## src/hdl/srl_pkg.sv

```systemverilog
// ----------------------------------------------------------------------------
// S-record line parser package
// Types, codes and character decode helpers shared by the parser files.
// ----------------------------------------------------------------------------
package srl_pkg;

  localparam logic [7:0] CHAR_S  = 8'h53;
  localparam logic [7:0] CHAR_CR = 8'h0D;
  localparam logic [7:0] CHAR_LF = 8'h0A;

  localparam logic KIND_DATA    = 1'b0;
  localparam logic KIND_SUMMARY = 1'b1;

  localparam logic [2:0] ST_OK       = 3'd0;
  localparam logic [2:0] ST_NO_HDR   = 3'd1;
  localparam logic [2:0] ST_BAD_TYPE = 3'd2;
  localparam logic [2:0] ST_BAD_LEN  = 3'd3;
  localparam logic [2:0] ST_CSUM     = 3'd4;
  localparam logic [2:0] ST_BAD_HEX  = 3'd5;
  localparam logic [2:0] ST_TRUNC    = 3'd6;

  typedef enum logic [5:0] {
    PH_IDLE  = 6'b000001,
    PH_TYPE  = 6'b000010,
    PH_COUNT = 6'b000100,
    PH_ADDR  = 6'b001000,
    PH_DATA  = 6'b010000,
    PH_CSUM  = 6'b100000
  } phase_t;

  typedef struct packed {
    logic [7:0] char_code;
    logic       line_start;
  } in_item_t;

  typedef struct packed {
    logic        kind;
    logic [7:0]  data_byte;
    logic [7:0]  byte_index;
    logic [3:0]  record_type;
    logic [31:0] load_address;
    logic [7:0]  data_count;
    logic [2:0]  status;
  } out_item_t;

  typedef struct packed {
    logic       is_s;
    logic       is_eol;
    logic       is_hex;
    logic [3:0] hex_val;
    logic       type_ok;
    logic [3:0] type_val;
    logic [2:0] addr_len;
  } srl_dec_t;

  typedef struct packed {
    logic      valid;
    out_item_t item;
  } srl_res_t;

  function automatic logic [2:0] addr_len_of(input logic [3:0] t);
    logic [2:0] len;
    unique case (t)
      4'd0, 4'd1, 4'd9: len = 3'd2;
      4'd2, 4'd8:       len = 3'd3;
      4'd3, 4'd7:       len = 3'd4;
      default:          len = 3'd0;
    endcase
    return len;
  endfunction

endpackage

```

## src/hdl/srl_in_if.sv

```systemverilog
// ----------------------------------------------------------------------------
// S-record character channel
// Valid/ready channel carrying one line character per transaction.
// ----------------------------------------------------------------------------
interface srl_in_if;
  import srl_pkg::*;

  logic     valid;
  logic     ready;
  in_item_t payload;

  modport source (output valid, output payload, input ready);
  modport sink (input valid, input payload, output ready);
endinterface

```

## src/hdl/srl_out_if.sv

```systemverilog
// ----------------------------------------------------------------------------
// S-record result channel
// Valid/ready channel carrying one data byte or record summary per transaction.
// ----------------------------------------------------------------------------
interface srl_out_if;
  import srl_pkg::*;

  logic      valid;
  logic      ready;
  out_item_t payload;

  modport source (output valid, output payload, input ready);
  modport sink (input valid, input payload, output ready);
endinterface

```

## src/hdl/srl_decode.sv

```systemverilog
// ----------------------------------------------------------------------------
// S-record character decoder
// Classifies one character: header, line end, hex digit, record type digit.
// ----------------------------------------------------------------------------
module srl_decode (
  input  logic [7:0]       char_code,
  output srl_pkg::srl_dec_t dec
);
  import srl_pkg::*;

  logic [7:0] dig_off;
  logic [7:0] up_off;
  logic [7:0] lo_off;
  logic       is_dig;
  logic       is_up;
  logic       is_lo;

  assign dig_off = char_code - 8'h30;
  assign up_off  = char_code - 8'h41;
  assign lo_off  = char_code - 8'h61;
  assign is_dig  = (char_code >= 8'h30) && (char_code <= 8'h39);
  assign is_up   = (char_code >= 8'h41) && (char_code <= 8'h46);
  assign is_lo   = (char_code >= 8'h61) && (char_code <= 8'h66);

  always_comb begin
    dec.is_s     = (char_code == CHAR_S);
    dec.is_eol   = (char_code == CHAR_CR) || (char_code == CHAR_LF);
    dec.is_hex   = is_dig || is_up || is_lo;
    priority if (is_dig) begin
      dec.hex_val = dig_off[3:0];
    end else if (is_up) begin
      dec.hex_val = up_off[3:0] + 4'd10;
    end else begin
      dec.hex_val = lo_off[3:0] + 4'd10;
    end
    dec.type_val = dig_off[3:0];
    dec.addr_len = is_dig ? addr_len_of(dig_off[3:0]) : 3'd0;
    dec.type_ok  = (dec.addr_len != 3'd0);
  end
endmodule

```

## src/hdl/srl_core.sv

```systemverilog
// ----------------------------------------------------------------------------
// S-record record state machine
// Tracks record fields, checksum and counts; forms any result for each char.
// ----------------------------------------------------------------------------
module srl_core #(
  parameter int MAX_DATA = 64
) (
  input  logic              clk,
  input  logic              rst,
  input  logic              accept,
  input  logic              line_start,
  input  srl_pkg::srl_dec_t dec,
  output srl_pkg::srl_res_t res
);
  import srl_pkg::*;

  localparam logic [7:0] MaxData = 8'(MAX_DATA);

  phase_t      phase, phase_next;
  logic [3:0]  type_held, type_held_next;
  logic [2:0]  addr_left, addr_left_next;
  logic [31:0] addr_held, addr_held_next;
  logic [7:0]  sum_held, sum_held_next;
  logic [7:0]  data_left, data_left_next;
  logic [7:0]  data_index, data_index_next;
  logic [7:0]  count_held, count_held_next;
  logic [3:0]  high_nibble, high_nibble_next;
  logic        pending, pending_next;

  logic [7:0] byte_val;
  logic [7:0] overhead;
  logic [7:0] dlen;
  logic [7:0] sum_add;
  logic [2:0] addr_dec;
  logic [7:0] data_dec;

  assign byte_val = {high_nibble, dec.hex_val};
  assign overhead = {5'd0, addr_left} + 8'd1;
  assign dlen     = byte_val - overhead;
  assign sum_add  = sum_held + byte_val;
  assign addr_dec = (addr_left != 3'd0) ? addr_left - 3'd1 : 3'd0;
  assign data_dec = (data_left != 8'd0) ? data_left - 8'd1 : 8'd0;

  always_comb begin
    phase_next       = phase;
    type_held_next   = type_held;
    addr_left_next   = addr_left;
    addr_held_next   = addr_held;
    sum_held_next    = sum_held;
    data_left_next   = data_left;
    data_index_next  = data_index;
    count_held_next  = count_held;
    high_nibble_next = high_nibble;
    pending_next     = pending;

    res.valid             = 1'b0;
    res.item.kind         = KIND_SUMMARY;
    res.item.data_byte    = 8'd0;
    res.item.byte_index   = 8'd0;
    res.item.record_type  = type_held;
    res.item.load_address = addr_held;
    res.item.data_count   = data_index;
    res.item.status       = ST_OK;

    if (line_start) begin
      if (phase != PH_IDLE) begin
        res.valid       = 1'b1;
        res.item.status = ST_TRUNC;
      end
      type_held_next   = 4'd0;
      addr_left_next   = 3'd0;
      addr_held_next   = 32'd0;
      sum_held_next    = 8'd0;
      data_left_next   = 8'd0;
      data_index_next  = 8'd0;
      count_held_next  = 8'd0;
      high_nibble_next = 4'd0;
      pending_next     = 1'b0;
      if (dec.is_s) begin
        phase_next = PH_TYPE;
      end else begin
        phase_next = PH_IDLE;
        if (phase == PH_IDLE) begin
          res.valid             = 1'b1;
          res.item.record_type  = 4'd0;
          res.item.load_address = 32'd0;
          res.item.data_count   = 8'd0;
          res.item.status       = ST_NO_HDR;
        end
      end
    end else if (phase != PH_IDLE) begin
      priority if (dec.is_eol) begin
        res.valid       = 1'b1;
        res.item.status = ST_TRUNC;
        phase_next      = PH_IDLE;
      end else if (phase == PH_TYPE) begin
        if (dec.type_ok) begin
          type_held_next = dec.type_val;
          addr_left_next = dec.addr_len;
          phase_next     = PH_COUNT;
        end else begin
          res.valid       = 1'b1;
          res.item.status = ST_BAD_TYPE;
          phase_next      = PH_IDLE;
        end
      end else if (!dec.is_hex) begin
        res.valid       = 1'b1;
        res.item.status = ST_BAD_HEX;
        phase_next      = PH_IDLE;
      end else if (!pending) begin
        high_nibble_next = dec.hex_val;
        pending_next     = 1'b1;
      end else begin
        pending_next = 1'b0;
        unique case (phase)
          PH_COUNT: begin
            if ((byte_val < overhead) || (dlen > MaxData)) begin
              res.valid       = 1'b1;
              res.item.status = ST_BAD_LEN;
              phase_next      = PH_IDLE;
            end else begin
              count_held_next = dlen;
              data_left_next  = dlen;
              sum_held_next   = byte_val;
              phase_next      = PH_ADDR;
            end
          end
          PH_ADDR: begin
            addr_held_next = {addr_held[23:0], byte_val};
            sum_held_next  = sum_add;
            addr_left_next = addr_dec;
            if (addr_dec == 3'd0) begin
              phase_next = (data_left != 8'd0) ? PH_DATA : PH_CSUM;
            end
          end
          PH_DATA: begin
            sum_held_next       = sum_add;
            res.valid           = 1'b1;
            res.item.kind       = KIND_DATA;
            res.item.data_byte  = byte_val;
            res.item.byte_index = data_index;
            res.item.data_count = count_held;
            data_index_next     = data_index + 8'd1;
            data_left_next      = data_dec;
            if (data_dec == 8'd0) begin
              phase_next = PH_CSUM;
            end
          end
          PH_CSUM: begin
            res.valid       = 1'b1;
            res.item.status = (byte_val == ~sum_held) ? ST_OK : ST_CSUM;
            phase_next      = PH_IDLE;
          end
          default: begin
            phase_next = phase;
          end
        endcase
      end
    end
  end

  always_ff @(posedge clk) begin
    if (rst) begin
      phase       <= PH_IDLE;
      type_held   <= 4'd0;
      addr_left   <= 3'd0;
      addr_held   <= 32'd0;
      sum_held    <= 8'd0;
      data_left   <= 8'd0;
      data_index  <= 8'd0;
      count_held  <= 8'd0;
      high_nibble <= 4'd0;
      pending     <= 1'b0;
    end else if (accept) begin
      phase       <= phase_next;
      type_held   <= type_held_next;
      addr_left   <= addr_left_next;
      addr_held   <= addr_held_next;
      sum_held    <= sum_held_next;
      data_left   <= data_left_next;
      data_index  <= data_index_next;
      count_held  <= count_held_next;
      high_nibble <= high_nibble_next;
      pending     <= pending_next;
    end
  end
endmodule

```

## src/hdl/srl_out.sv

```systemverilog
// ----------------------------------------------------------------------------
// S-record result register
// Holds one result until the downstream side takes it.
// ----------------------------------------------------------------------------
module srl_out (
  input  logic                clk,
  input  logic                rst,
  input  logic                accept,
  input  srl_pkg::srl_res_t   res,
  output logic                in_ready,
  output logic                valid,
  input  logic                ready,
  output srl_pkg::out_item_t  payload
);
  import srl_pkg::*;

  logic valid_next;

  assign in_ready = !valid || ready;

  always_comb begin
    priority if (accept && res.valid) begin
      valid_next = 1'b1;
    end else if (ready) begin
      valid_next = 1'b0;
    end else begin
      valid_next = valid;
    end
  end

  always_ff @(posedge clk) begin
    if (rst) begin
      valid <= 1'b0;
    end else begin
      valid <= valid_next;
    end
  end

  always_ff @(posedge clk) begin
    if (accept && res.valid) begin
      payload <= res.item;
    end
  end
endmodule

```

## src/hdl/srecord_line_parser.sv

```systemverilog
// One character is taken per clock while the output register can accept; its
// result, if any, is in the output register the cycle after the character transaction.
// Sustained rate: one character per cycle, limited only by result back-pressure.
// Synchronous active-high reset returns the parser to waiting for a header
// and clears all record state and the output valid flag.
// ----------------------------------------------------------------------------
// S-record line parser
// Decodes S-record lines into data bytes and end-of-record summaries.
// ----------------------------------------------------------------------------
module srecord_line_parser #(
  parameter int MAX_DATA = 64
) (
  input logic       clk,
  input logic       rst,
  srl_in_if.sink    chars,
  srl_out_if.source results
);
  import srl_pkg::*;

  srl_dec_t dec;
  srl_res_t res;
  logic     in_ready;
  logic     accept;

  assign chars.ready = in_ready;
  assign accept      = chars.valid && in_ready;

  srl_decode u_decode (
    .char_code (chars.payload.char_code),
    .dec       (dec)
  );

  srl_core #(
    .MAX_DATA (MAX_DATA)
  ) u_core (
    .clk        (clk),
    .rst        (rst),
    .accept     (accept),
    .line_start (chars.payload.line_start),
    .dec        (dec),
    .res        (res)
  );

  srl_out u_out (
    .clk      (clk),
    .rst      (rst),
    .accept   (accept),
    .res      (res),
    .in_ready (in_ready),
    .valid    (results.valid),
    .ready    (results.ready),
    .payload  (results.payload)
  );
endmodule

```

## src/flat_wrapper.sv

```systemverilog
// flat-port wrapper written by rule: the top's interface ports become plain ports
module srecord_line_parser_flat import srl_pkg::*;
#(
  parameter int MAX_DATA = 64
)
  (clk, rst, chars_valid, chars_payload, chars_ready, results_valid, results_payload, results_ready);
  srl_in_if chars_i ();
  srl_out_if results_i ();
  input logic clk;
  input logic rst;
  input wire logic [$bits(chars_i.valid)-1:0] chars_valid;
  input wire logic [$bits(chars_i.payload)-1:0] chars_payload;
  output wire logic [$bits(chars_i.ready)-1:0] chars_ready;
  output wire logic [$bits(results_i.valid)-1:0] results_valid;
  output wire logic [$bits(results_i.payload)-1:0] results_payload;
  input wire logic [$bits(results_i.ready)-1:0] results_ready;
  assign chars_i.valid = chars_valid;
  assign chars_i.payload = chars_payload;
  assign chars_ready = chars_i.ready;
  assign results_valid = results_i.valid;
  assign results_payload = results_i.payload;
  assign results_i.ready = results_ready;
  srecord_line_parser #(.MAX_DATA(MAX_DATA)) u_core (.clk(clk), .rst(rst), .chars(chars_i), .results(results_i));
endmodule
```

## config.mk

```make
export PLATFORM = sky130hd
export DESIGN_NAME = srecord_line_parser_flat
export DESIGN_NICKNAME = d
export VERILOG_FILES = /design/src/hdl/srl_pkg.sv /design/src/hdl/srl_in_if.sv /design/src/hdl/srl_out_if.sv /design/src/hdl/srl_decode.sv /design/src/hdl/srl_core.sv /design/src/hdl/srl_out.sv /design/src/hdl/srecord_line_parser.sv /design/src/flat_wrapper.sv
export SDC_FILE = /design/constraint.sdc
export NUM_CORES = 1
export LEC_CHECK = 0
export BUFFER_PORTS_ARGS = -buffer_cell sky130_fd_sc_hd__buf_2
export CORE_MARGIN = 3
export CORE_UTILIZATION = 64
export CTS_CLUSTER_SIZE = 12
export DETAILED_ROUTE_END_ITERATION = 7
export HOLD_SLACK_MARGIN = 0.12
export PLACE_DENSITY = 0.85
export SYNTH_ARGS = -nofsm -noshare
export SYNTH_HDL_FRONTEND = slang
export SYNTH_SLANG_ARGS = --single-unit
```

## constraint.sdc

```tcl
create_clock -name clk -period 16.1 [get_ports clk]
set_clock_uncertainty 0.1 [all_clocks]
set_input_delay 1.61 -clock clk [delete_from_list [all_inputs] [get_ports clk]]
set_output_delay 1.61 -clock clk [all_outputs]
set_load 0.02 [all_outputs]
```

==> results of run 1 <==
[Yosys cell counts (11+ instances only)]
cell / instances
a21oi_1: 82
and2_1: 15
and3_1: 32
clkbuf_1: 38
dfxtp_1: 83
edfxtp_1: 64
ha_1: 22
inv_1: 19
mux2i_1: 13
nand2_1: 59
nand2b_1: 11
nand3_1: 24
nor2_1: 92
nor2b_1: 42
nor3_1: 14
nor4_1: 11
o21ai_0: 19
xnor2_1: 15
xor2_1: 14
[final timing paths]
check	endpoint	from	slack [ps]	cells past startpoint
min	u_core.u_core.count_held[0]$_SDFFE_PP0P_	u_core.u_core.count_held[0]$_SDFFE_PP0P_	360	2
max reg2reg	u_core.u_out.payload[57]$_SDFFCE_PP0P_	u_core.u_core.addr_left[0]$_SDFFE_PP0P_	11770	13
min reg2reg	u_core.u_core.count_held[0]$_SDFFE_PP0P_	u_core.u_core.count_held[0]$_SDFFE_PP0P_	360	2
max	u_core.u_out.payload[57]$_SDFFCE_PP0P_	chars_payload[2]	9500	19
[stage by stage]
stage	utilization	instances	power [mW]	hold WS, ps	worst slack, ps
after floorplan	-	800	0.480	332	8090
after global placement	0.710	976	0.504	345	9470
after detailed placement	0.710	976	0.507	350	9250
after CTS	0.764	1008	0.906	359	9670
after global routing	0.764	1008	0.933	381	9270
final	0.764	1008	0.907	360	9500
[cell families after synthesis]
logic type | synth area share
xor gates and xnor gates | 0.0362
DFF | 0.480
muxes | 0.0208
and+or+nand+nor | 0.245
adders and majority gates | 0.0395
AOI/OAI and AO/OA | 0.143
buffers and inverters | 0.0355
[registers in the layout, indices dropped and copies added (netlist names)]
name	cells
u_core.u_core.addr_held	32
u_core.u_core.addr_left	3
u_core.u_core.count_held	8
u_core.u_core.data_index	8
u_core.u_core.data_left	8
u_core.u_core.high_nibble	4
u_core.u_core.pending	1
u_core.u_core.phase	6
u_core.u_core.sum_held	8
u_core.u_core.type_held	4
u_core.u_out.payload	64
u_core.u_out.valid	1
[cells in the final DEF (no fill, tap or decap), types with 8 or more instances in the layout]
master | Yosys | routed
nor3_1 | 14 | 14
buf_2 | 5 | 78
o21ai_0 | 19 | 19
a21oi_1 | 82 | 82
clkbuf_16 | 0 | 17
nor4_1 | 11 | 11
mux2i_1 | 13 | 13
xor2_1 | 14 | 14
xnor2_1 | 15 | 15
nand3b_1 | 8 | 8
nor2_1 | 92 | 90
nand4_1 | 8 | 8
ha_1 | 22 | 22
inv_1 | 19 | 19
and3_1 | 32 | 32
and2_1 | 15 | 15
edfxtp_1 | 64 | 64
dfxtp_1 | 83 | 83
nand3_1 | 24 | 24
nor2b_1 | 42 | 42
nand2b_1 | 11 | 11
nand2_1 | 59 | 59
a22oi_1 | 8 | 8
[report_power, final]
group	internal (mW)	switching (mW)	total [mW]
clock	0.238	0.168	0.405
sequential	0.400	0.00584	0.406
combinational	0.0287	0.0677	0.0964
[routing by layer]
layer,track usage,part of all wire,vias to the layer above
li1,-,-,2969
met1,0.400,0.39,3049
met2,0.489,0.48,421
met3,0.0661,0.10,80
met4,0.111,0.028,0
met5,0,0,-
[critical path, stage by stage]
cell and delay (ps):
buf_2 180, inv_1 100, ha_1 230, nor4b_4 430
nor3_2 180, xnor2_1 410, inv_1 190, ha_1 230
fa_1 480, inv_1 150, o21ai_0 110, o31ai_2 220
xnor2_1 220, a311oi_2 100, o21ai_0 450, and3_1 290
o21ai_0 160, nor2_4 110, buf_4 630
[layout make-up]
type	instances	area, um^2	share of cell area
flip-flops and latches	147	3580	0.422
clock buffers	18	439	0.0517
clock inverters	14	165	0.0194
inverters	20	75.1	0.00883
well taps	140	175	0.0206
repair buffers	83	428	0.0503
multi-input cells	586	3630	0.427
==> metrics.txt, run 1 <==
initial antenna violation count=1; Post-Syn Area=0.00747 mm^2; row cnt=38; total negative slack=0 ps; Post-CTS Setup Repair Bufs=0; Net Count, Synth=836; cts hold-fix bufs=0; cts bufs inserted=17; RSZ-0062 raised after global routing=no; Yosys cell types=71; Max-Cap Viols=0; area share of the largest cell type after synthesis=0.257; CTS tree=yes; largest net degree at the start of global routing=80; first-pass GRT wire length=31,200 um; GP Congestion=0.917; Mapped Avg Cell Area=9.34 um^2; Syn Inst Count=800; design area=0.00850 mm^2; P&R area growth vs syn=13.7%; DR pass1 iterations=7; CTS sink cnt=147; Critical Path AT=6550 ps; Ys Warns=0; WL per Instance=19.5 um; crit end category=flop; total global-route track usage=0.302; Most used DFF post-synth=dfxtp_1; status=finished clean; DR vias=6,519; Max Clock Freq=0.152 GHz; Hold Crit Class=flop to flop; fillers=746; final hold violations=0; DIE AREA=0.0130 mm^2; FF+latch count, synth=147; register area share after synthesis=0.480; relative slew slack=0.290; ant diodes=0; die height=114 um; Worst EP required=16,050 ps; largest area contributor in the synthesized netlist=edfxtp_1; core area=0.0111 mm^2; maximum vdd drop=112 uV; DP Area=0.00790 mm^2; ANT nets after route=0; Horiz. Die Dim=114 um; Post-DP HPWL=12,700 um; Worst setup SP type=primary input; endpoints failing setup=0; Clock Tree Root=clkbuf_16; Vias/cell=6.47; clk_lat worst skew=420 ps; I/O pins=79; PD cells=107 mW/mm^2; P_leak=3.33 nW; DRC errors left=0; WL final=19,600 um; Final Cycle Share=0.410; clk slew on worst S/H paths=60 ps; Overflow after GRT=0; Clock Tree Buf Depth=2; crit path kind=primary input to flop; post-synthesis async set-or-reset flop share=0; Worst-Margin Slew=1060 ps; Resize count post-CTS=0; crit path time final=6600 ps; via count of the first global-routing pass=6,082; share of cells above drive strength 1=0.157; NumNets Final=891; Synth area leaders=edfxtp_1 (26%), dfxtp_1 (22%), a21oi_1 (5.5%); count of input and output buffers=78; Initial Utilization=0.672; violation count after the first detailed-routing iteration=740; number of flops mapped to enable cells by yosys=64; Final Max Slew Viols=0; CTS H-tree depth=4; worst-path fanout max=64
No activity file was read; power rests on OpenSTA's default activity.
==> inputs of run 2 (changes only) <==
--- a/config.mk
+++ b/config.mk
@@ -7,11 +7,11 @@
 export LEC_CHECK = 0
 export BUFFER_PORTS_ARGS = -buffer_cell sky130_fd_sc_hd__buf_2
 export CORE_MARGIN = 3
-export CORE_UTILIZATION = 64
+export CORE_UTILIZATION = 59
 export CTS_CLUSTER_SIZE = 12
 export DETAILED_ROUTE_END_ITERATION = 7
 export HOLD_SLACK_MARGIN = 0.12
-export PLACE_DENSITY = 0.85
+export PLACE_DENSITY = 0.79
 export SYNTH_ARGS = -nofsm -noshare
 export SYNTH_HDL_FRONTEND = slang
 export SYNTH_SLANG_ARGS = --single-unit
==> constraint.sdc (replaced) <==
create_clock -name clk -period 6.2 [get_ports clk]
set_clock_uncertainty 0.1 [all_clocks]
set_input_delay 0.62 -clock clk [delete_from_list [all_inputs] [get_ports clk]]
set_output_delay 0.62 -clock clk [all_outputs]
set_load 0.02 [all_outputs]
==> metrics.txt, run 2 (same netlist as run 1, synthesis figures left out) <==
status=finished clean; Hold Path Sink=u_core.u_core.count_held[3]$_SDFFE_PP0P_; Logic pwr share=0.109; CTS H-tree depth=4; Max stage delay cell, worst path=fa_1; DIE AREA=0.0141 mm^2; Hold Path Stages=2; via count of the first global-routing pass=5,891; cts bufs inserted=17; met2 Use GR=0.422; total negative slack=0 ps; Clock Power Share=0.438; Max stage delay on crit path=490 ps; relative slew slack=0.258; WL per Instance=17.6 um; PD cells=271 mW/mm^2; Top Usage Layer GRT=met2; clk slew on worst S/H paths=60 ps; endpoints failing setup=0; Clock Tree Root=clkbuf_16; clk_lat worst skew=430 ps; Max-Cap Viols=0; switching share of power=0.267; DRC errors left=0; met3 Resource Use GR=0.0464; P&R area growth vs syn=14.5%; cell family with most CP delay=simple AND/OR/NAND/NOR gates; final hold violations=0; GP Congestion=1.01; Max Clock Freq=0.182 GHz; Int Power=1.70 mW; worst min-delay path startpoint=u_core.u_core.count_held[3]$_SDFFE_PP0P_; CTS tree=yes; cts hold-fix bufs=0; crit path kind=primary input to flop; Final Max Slew Viols=0; row cnt=40; commonest non-fill, non-tap cells in the layout=nor2_1 (90), dfxtp_1 (83), a21oi_1 (82); Hold Crit Class=flop to flop; Resize count post-CTS=0; maximum vdd drop=162 uV; count of input and output buffers=78; Worst-Margin Slew=1100 ps; reg2reg path depth=13; grt met1 use=0.330; DR pass1 iterations=6; ant diodes=0; number of flip-flops in the largest register=64; Largest regs=u_core.u_out.payload x64, u_core.u_core.addr_held x32; Crit Reg-Reg Endpoint=u_core.u_out.payload[17]$_DFFE_PP_; total global-route track usage=0.257; Clock Tree Buf Depth=2; Pwr Total=2.32 mW; die height=119 um; Reg2Reg Setup Slack=1860 ps; crit path time final=5510 ps; DR vias=6,357; CTS sink cnt=147; largest net degree at the start of global routing=80; commonest non-fill, non-tap cell in the layout=nor2_1; core area=0.0122 mm^2; violation count after the first detailed-routing iteration=665; crit end category=flop; worst-path fanout max=53; Most flops, register=u_core.u_out.payload; Overflow after GRT=0; Final Cycle Share=0.888; NumNets Final=894; Horiz. Die Dim=119 um; Critical Path AT=5510 ps; Vias/cell=6.12; P_leak=3.33 nW; ANT nets after route=0; WL final=18,300 um; Worst setup SP type=primary input; Post-DP HPWL=12,500 um; Net Sw Power=0.619 mW; Seq pwr share=0.453; share of cells above drive strength 1=0.160; worst r2r src=u_core.u_core.addr_left[0]$_SDFFE_PP0P_; Post-CTS Setup Repair Bufs=0; Initial Utilization=0.612; first-pass GRT wire length=29,300 um; initial antenna violation count=1; I/O pins=79; Worst EP required=6210 ps; critical-path cell list=buf_2, inv_1, ha_1, nor4b_4, nor3_2, xnor2_1, inv_1, ha_1, fa_1, inv_1, o21ai_0, o31ai_2, xnor2_1, a311oi_2, o21ai_0, and3_1, o21ai_0, nor2_4, buf_12; Buf+Inv Stages, Crit Path=5; RSZ-0062 raised after global routing=no
==> run 2: power groups by stage <==
stage	Combinational [mW]	Clock, mW	Sequential [mW]
CTS	0.248	1.02	1.05
floorplan	0.148	0	1.10
global route	0.271	1.06	1.05
detailed placement	0.246	0	1.07
global placement	0.239	0	1.07
finish	0.252	1.02	1.05
==> run 2: final cells by class <==
class                   instances  area, um^2
clock inverters                14         138
well taps                     168         210
multi-input cells             586        3630
repair buffers                 86         463
inverters                      20        75.1
clock buffers                  18         450
fillers                       950        3660
flip-flops and latches        147        3580
==> run 2: metal layers <==
layer  vias to the layer above  routed length (um)
met5                         -                  13
met3                        56                1260
met2                       291                8800
met4                         2                 515
met1                      3029                7660
li1                       2979                   -
==> run 2: worst reg2reg max path, stage by stage, from the launching register on <==
cell and delay (ps):
dfxtp_1 430, inv_1 130, ha_1 370, fa_1 530
inv_1 160, o21ai_0 140, o31ai_2 280, xnor2_1 260
a311oi_2 90, o21ai_0 310, and3_1 290, o21ai_0 160
nor2_4 420, buf_12 320
==> run 2: worst max-delay path by stage <==
stage | startpoint | depth (start not counted) | end
floorplan | chars_payload[1] | 17 | u_core.u_out.payload[0]$_DFFE_PP_
global placement | chars_payload[2] | 19 | u_core.u_out.payload[23]$_DFFE_PP_
detailed placement | chars_payload[2] | 19 | u_core.u_out.payload[15]$_DFFE_PP_
CTS | chars_payload[2] | 19 | u_core.u_out.payload[17]$_DFFE_PP_
global route | chars_payload[2] | 19 | u_core.u_out.payload[11]$_DFFE_PP_
finish | chars_payload[2] | 19 | u_core.u_out.payload[17]$_DFFE_PP_
==> run 2: metrics by stage <==
step / hold slack (ps) / std cells / instance area, um^2 / utilization / setup slack [ps]
after floorplan: 332 / 800 / 7470 / - / 242
after global placement: 345 / 1007 / 7970 / 0.652 / 761
after detailed placement: 347 / 1007 / 7970 / 0.652 / 384
after CTS: 355 / 1039 / 8550 / 0.700 / 820
after global routing: 387 / 1039 / 8550 / 0.700 / 442
final: 357 / 1039 / 8550 / 0.700 / 692
